<file path="src/hdl/lifet_pkg.sv">
// ----------------------------------------------------------------------------
// lifet_pkg
// shared types and constants for the toroidal life automaton
// ----------------------------------------------------------------------------
`default_nettype none

package lifet_pkg;

    localparam int OP_W    = 2;
    localparam int COORD_W = 9;
    localparam int CFG_W   = 10;

    localparam logic [OP_W-1:0] OP_WRITE   = 2'd0;
    localparam logic [OP_W-1:0] OP_READ    = 2'd1;
    localparam logic [OP_W-1:0] OP_ADVANCE = 2'd2;
    localparam logic [OP_W-1:0] OP_CLEAR   = 2'd3;

    localparam logic CFG_IDX_COLUMNS = 1'b0;
    localparam logic CFG_IDX_ROWS    = 1'b1;

    localparam logic [CFG_W-1:0] COLUMNS_RST = 10'd500;
    localparam logic [CFG_W-1:0] ROWS_RST    = 10'd300;

    // controller to datapath
    typedef struct packed {
        logic item_load;
        logic rd_item;
        logic rd_up;
        logic rd_cur;
        logic wr_clear;
        logic wr_item;
        logic take_bit;
        logic load_up;
        logic load_cur;
        logic load_dn;
        logic row_begin;
        logic cell_step;
        logic wr_next;
        logic result_load;
    } t_cmd;

    // datapath to controller
    typedef struct packed {
        logic [OP_W-1:0] op;
        logic            in_range;
        logic            grid_empty;
        logic            clr_last;
        logic            col_last;
        logic            row_last;
    } t_sts;

endpackage

`default_nettype wire

</file>
<file path="src/hdl/lifet_ctrl.sv">
// ----------------------------------------------------------------------------
// lifet_ctrl
// sequencer for cell access, clear sweep and generation advance
// ----------------------------------------------------------------------------
`default_nettype none

module lifet_ctrl
    import lifet_pkg::*;
(
    input  wire logic i_clk,
    input  wire logic i_rst_n,
    input  wire logic i_in_valid,
    output logic      o_in_ready,
    output logic      o_out_valid,
    input  wire logic i_out_ready,
    input  wire t_sts i_sts,
    output t_cmd      o_cmd
);

    localparam logic [3:0] S_INIT     = 4'd0;
    localparam logic [3:0] S_IDLE     = 4'd1;
    localparam logic [3:0] S_DISP     = 4'd2;
    localparam logic [3:0] S_ACC_RD   = 4'd3;
    localparam logic [3:0] S_ACC_DO   = 4'd4;
    localparam logic [3:0] S_CLR      = 4'd5;
    localparam logic [3:0] S_ADV_UP   = 4'd6;
    localparam logic [3:0] S_ADV_CUR  = 4'd7;
    localparam logic [3:0] S_ADV_DN0  = 4'd8;
    localparam logic [3:0] S_ADV_DN   = 4'd9;
    localparam logic [3:0] S_ADV_LDN  = 4'd10;
    localparam logic [3:0] S_ADV_CELL = 4'd11;
    localparam logic [3:0] S_ADV_WR   = 4'd12;
    localparam logic [3:0] S_DONE     = 4'd13;

    logic [3:0] r_state;
    logic [3:0] n_state;
    logic       r_out_valid;
    logic       n_out_valid;

    always_comb begin
        n_state = r_state;
        o_cmd   = '0;
        case (r_state)
            S_INIT: begin
                o_cmd.wr_clear = 1'b1;
                if (i_sts.clr_last) begin
                    n_state = S_IDLE;
                end
            end
            S_IDLE: begin
                if (i_in_valid) begin
                    o_cmd.item_load = 1'b1;
                    n_state = S_DISP;
                end
            end
            S_DISP: begin
                if (i_sts.op inside {OP_WRITE, OP_READ}) begin
                    n_state = i_sts.in_range ? S_ACC_RD : S_DONE;
                end else if (i_sts.op == OP_ADVANCE) begin
                    n_state = i_sts.grid_empty ? S_DONE : S_ADV_UP;
                end else begin
                    n_state = S_CLR;
                end
            end
            S_ACC_RD: begin
                o_cmd.rd_item = 1'b1;
                n_state = S_ACC_DO;
            end
            S_ACC_DO: begin
                if (i_sts.op == OP_WRITE) begin
                    o_cmd.wr_item = 1'b1;
                end else begin
                    o_cmd.take_bit = 1'b1;
                end
                n_state = S_DONE;
            end
            S_CLR: begin
                o_cmd.wr_clear = 1'b1;
                if (i_sts.clr_last) begin
                    n_state = S_DONE;
                end
            end
            S_ADV_UP: begin
                o_cmd.rd_up = 1'b1;
                n_state = S_ADV_CUR;
            end
            S_ADV_CUR: begin
                o_cmd.load_up = 1'b1;
                o_cmd.rd_cur  = 1'b1;
                n_state = S_ADV_DN0;
            end
            S_ADV_DN0: begin
                o_cmd.load_cur = 1'b1;
                n_state = S_ADV_LDN;
            end
            S_ADV_DN: begin
                n_state = S_ADV_LDN;
            end
            S_ADV_LDN: begin
                o_cmd.load_dn   = 1'b1;
                o_cmd.row_begin = 1'b1;
                n_state = S_ADV_CELL;
            end
            S_ADV_CELL: begin
                o_cmd.cell_step = 1'b1;
                if (i_sts.col_last) begin
                    n_state = S_ADV_WR;
                end
            end
            S_ADV_WR: begin
                o_cmd.wr_next = 1'b1;
                n_state = i_sts.row_last ? S_DONE : S_ADV_DN;
            end
            S_DONE: begin
                if (!r_out_valid || i_out_ready) begin
                    o_cmd.result_load = 1'b1;
                    n_state = S_IDLE;
                end
            end
            default: begin
                n_state = S_IDLE;
            end
        endcase
    end

    always_comb begin
        n_out_valid = r_out_valid;
        if (o_cmd.result_load) begin
            n_out_valid = 1'b1;
        end else if (i_out_ready) begin
            n_out_valid = 1'b0;
        end
    end

    always_ff @(posedge i_clk) begin
        if (!i_rst_n) begin
            r_state     <= S_INIT;
            r_out_valid <= 1'b0;
        end else begin
            r_state     <= n_state;
            r_out_valid <= n_out_valid;
        end
    end

    assign o_in_ready  = (r_state == S_IDLE);
    assign o_out_valid = r_out_valid;

endmodule

`default_nettype wire

</file>
<file path="config.mk">
export PLATFORM = sky130hd
export DESIGN_NAME = lifet_ctrl
export DESIGN_NICKNAME = d
export VERILOG_FILES = /design/src/hdl/lifet_pkg.sv /design/src/hdl/lifet_ctrl.sv
export SDC_FILE = /design/constraint.sdc
export NUM_CORES = 1
export LEC_CHECK = 0
export BUFFER_PORTS_ARGS = -buffer_cell sky130_fd_sc_hd__buf_2
export CAP_MARGIN = 5
export CORE_ASPECT_RATIO = 1.5
export CORE_MARGIN = 2
export CORE_UTILIZATION = 25
export DETAILED_ROUTE_END_ITERATION = 12
export REMOVE_ABC_BUFFERS = 1
export SYNTH_ARGS = -nofsm -noshare
export SYNTH_HDL_FRONTEND = slang
export SYNTH_SLANG_ARGS = --single-unit
</file>
<file path="constraint.sdc">
create_clock -name i_clk -period 1.4 [get_ports i_clk]
set_clock_uncertainty 0.1 [all_clocks]
set_input_delay 0.07 -clock i_clk [delete_from_list [all_inputs] [get_ports i_clk]]
set_output_delay 0.07 -clock i_clk [all_outputs]
set_load 0.005 [all_outputs]
</file>
# == Yosys cells after proc, flatten, opt, wreduce, memory -nomap -nowiden ==
# Index checks and enable logic that the tools add are counted.
# Widths: inputs -> output; s select.
# totals
ff_bits,5
latchBits,0
ramBits,0
mem_bits_ro,0
in_bits,11
wordCells,59
mem_count,0
# classes
n_addsub,0
multipliers,0
div_mod_pow,0
order_cmp,0
n_eq_ne,20
shift,0
mux,28
bitwise_logic,0
reduce_logical,9
# ops
op,count
$pmux 4 s13,1
$mux 4,9
$eq 4x4->1 const B,6
$eq 4x3->1 const B,4
$mux 1,15
$ne 2x2->1 const B,5
$eq 4x2->1 const B,2
$reduce_and 5->1,1
$eq 4x1->1 const B,1
$logic_not 4->1,1
$mux 2,2
$reduce_bool 2->1,2
$reduce_or 2->1,2
$mux 3,1
$eq 2x1->1 const B,1
$eq 2x2->1 const B,1
$logic_not 2->1,1
$logic_not 1->1,1
$logic_or 1x1->1,1

# == Longest topological paths before layout ==
# depth
depth_word,5
depth_mapped,5

# == Least setup slack after synthesis ==
# No wires, ideal clock.
# synth_path
path_kind,register -> register
startpoint,register r_state[3]
endpoint,register r_state[1]
t_arrival_ns,1.187
setup_slack_ns,-0.003
path_stages_with_launch,6
synth_period_minus_slack_ns,1.403
path_cell_list,dfxtp_1 buf_2 or3_1 o22ai_2 a211oi_4 o211a_1
# synth_via
elab_chain_cells,3
# synth_rtl
element,line_no,rtl
start: declaration,lifet_ctrl.sv:35,logic [3:0] r_state;
start signal: assignment,lifet_ctrl.sv:140,r_state <= n_state;
$eq 4x4->1 (tied with other cells),lifet_ctrl.sv:43,case (r_state)
$reduce_or 2->1 (no line) / $ne 2x2->1 (equally long branches),--,
$pmux 4 s13 / $reduce_and 5->1 (equally long branches),--,
# Parallel ways exist; a longest one is shown, timed or not.
# A chain may end at the register's enable or synchronous reset.

==> results.py <==
metrics = {
    "setup_path": {
        "startpoint": "r_state[3]",
        "r2r_setup_slack_ns": -0.04,
        "path_common_cell": "buf_6",
        "slowest_delay_ns": 0.38,
        "cp.arrival_ns": 1.27,
        "cp_cell_sequence": "nor2_4, and3_4, buf_6, and2_4, buf_6",
        "start_kind": "flip-flop",
        "slowest_stage": "dfxtp_4",
        "critPathRequiredTime_ns": 1.23,
        "endpoint_kind": "output pin",
        "crit_fanout": 7,
        "crit_type": "flip-flop to output pin",
        "rr_startpoint": "r_state[0]",
    },
    "synth": {
        "synth_top_cells_by_area": "dfxtp_1 19%, nor2_1 6.4%, nand2b_1 6.0%, buf_4 5.7%, a211oi_4 3.8%",
        "yosysSeqAreaShare_pct": 19.09,
        "ys.flop_type": "dfxtp_1",
        "async_reset_ff_share_pct": 0,
        "syn_avg_cell_area_um2": 7.384,
        "synth_top_area_share_pct": 19.09,
        "syn-instance-count": 71,
        "synth_area_um2": 524.3,
        "synth-seq-cells": 5,
        "synth_warnings": 0,
        "synth-edff-count": 0,
        "synth_top_cell_by_area": "dfxtp_1",
        "yosysUniqueCellTypes": 35,
    },
    "timing": {
        "drv_slew": 0,
        "fin_tns_setup_ns": -0.1566,
        "hold_slack_ns": 0.01534,
        "fin_crit_sh_pct": 102.9,
        "final_hold_viol_count": 0,
        "finalSetupViolations": 6,
        "fmax_mhz": 694.0,
        "relSlewSlack_pct": 76.69,
        "layout_setup_ws_ns": -0.04085,
        "fin_crit_ns": 1.441,
        "worst_slew_pin_slew_ns": 0.3452,
        "rsz0062_at_grt": "yes",
    },
    "clocking": {
        "ctsHoldBuffers": 0,
        "cts_buffer_depth": 2,
        "cts-buffers-inserted": 3,
        "clk_pin_slew_ns": 0.04,
        "cts_tree": "yes",
        "cts_root_buf": "clkbuf_4",
        "clkSinkCount": 5,
        "clock_latency_ns": 0.25,
        "h-tree-depth": 1,
    },
    "detailed_routing": {
        "vias": 698,
        "drt-total-wl_um": 1926,
        "drc": 0,
        "ant_nets": 0,
        "vias_per_cell": 5.095,
        "wl_per_cell_um": 14.06,
        "firstDrtPassIters": 4,
        "drt-initial-drc-count": 6,
    },
    "pwr": {
        "powerDensity_nw_per_um2": 1517,
        "p_leak_nw": 0.4555,
        "total_power_mw": 1.549,
        "peakVddDrop_mv": 0.6918,
    },
    "die": {
        "core_um2": 2002,
        "initial_core_util_pct": 26.19,
        "die_h_um": 60.09,
        "die_area_um2": 2487,
        "io_pins": 27,
        "rows": 20,
        "die_x_um": 41.39,
    },
    "worst_hold_path": {
        "min_path_type": "input port to flip-flop",
        "hold_start": "i_rst_n",
    },
    "layout": {
        "drive_gt1_share_pct": 69.57,
        "layout_commonest_cell": "buf_2",
        "final_cell_mix": "25 x buf_2, 11 x buf_6, 11 x buf_4",
        "final_core_util_pct": 51.00,
        "antenna_cells": 0,
        "instances_no_fill": 137,
        "fin_nets": 127,
        "synthToLayoutAreaGrowth_pct": 94.75,
    },
    "global_route": {
        "overflow": 0,
        "antenna_found_initial": 0,
        "grt_pass1_vias": 631,
        "grt_start_max_net_pins": 12,
        "grt_util_all_layers_pct": 16.18,
        "grt_first_pass_wirelength_um": 2787,
    },
    "flow_run": {
        "cap_violations": 0,
    },
    "placement": {
        "port-buffer-count": 26,
        "dp_cells": 124,
        "gp_congestion": 0.8572,
        "place_hpwl_um": 1186,
    },
    "run_status": {
        "status": "finished with violations",
        "violations": "setup timing",
    },
}
[registers in the layout, indices dropped and copies added, names as in the netlist]
| signal | count |
|---|---|
| o_out_valid | 1 |
| r_state | 4 |
[cell usage after synthesis (all sizes together), types with 2 or more instances]
library cell / instances
a211oi: 2
a21oi: 2
and2: 2
buf: 5
clkbuf: 3
dfxtp: 5
inv: 4
mux2i: 2
nand2: 4
nand2b: 5
nor2: 9
nor2b: 2
nor3: 5
o211ai: 2
o311ai: 2
or3: 2
[per-layer routing]
layer / GRT usage, % / part of all wire [%] / vias to the layer above
met2: 28.57 / 54 / 25
met5: 0 / 0 / -
met3: 1.115 / 5.1 / 4
li1: - / - / 341
met1: 18.65 / 39 / 328
met4: 6.912 / 1.5 / 0
[report_power, final]
| group | internal (mW) | switching (mW) | total (mW) |
|---|---|---|---|
| combinational | 0.614 | 0.464 | 1.08 |
| sequential | 0.194 | 0.100 | 0.294 |
| clock | 0.108 | 0.0694 | 0.178 |
| total | 0.916 | 0.633 | 1.55 |
[what timing repair did]
item | in CTS | in global routing
resized for setup | 25 | 22
pin swaps | 10 | 6
endpoints found under the setup margin | 16 | 16
setup buffers | 6 | 3
[final timing paths]
| kind | cells after the start | endpoint |
|---|---|---|
| worst max-delay path | 5 | o_cmd[13] |
| worst min-delay path | 3 | r_state[0] |
| worst max register to register | 4 | r_state[2] |
| worst min register to register | 2 | o_out_valid |
[stage by stage]
step | instance area, um2 | setup WS (ns)
3_5_place_dp | 733.2 | -0.09093
4_1_cts | 889.6 | -0.02166
2_1_floorplan | 478.0 | -0.1273
5_1_grt | 1021 | -0.1223
6_report | 1021 | -0.04085
3_3_place_gp | 733.2 | -0.05704
[logic make-up after synthesis]
family | Yosys count | share of synthesized area [%]
AO/OA/AOI/OAI | 16 | 26.97
XOR/XNOR | 1 | 1.671
flip-flops | 5 | 19.09
buffers and inverters | 12 | 11.69
AND/OR/NAND/NOR | 35 | 36.75
multiplexers | 2 | 3.819
[critical path: cells and delay by family (launching register included)]
kind                   cells  cell delay [ns]
AND/OR/NAND/NOR            3             0.47
flip-flops                 1             0.38
buffers and inverters      2             0.17
[area by class of cell]
cell class,count,area [um2]
fill,198,980.9
multi-input combinational,54,490.5
timing repair buffer,48,346.6
sequential,5,115.1
tap,22,27.53
clock buffer,4,26.28
inverter,4,15.01
Power figures use the tool's default switching activity.
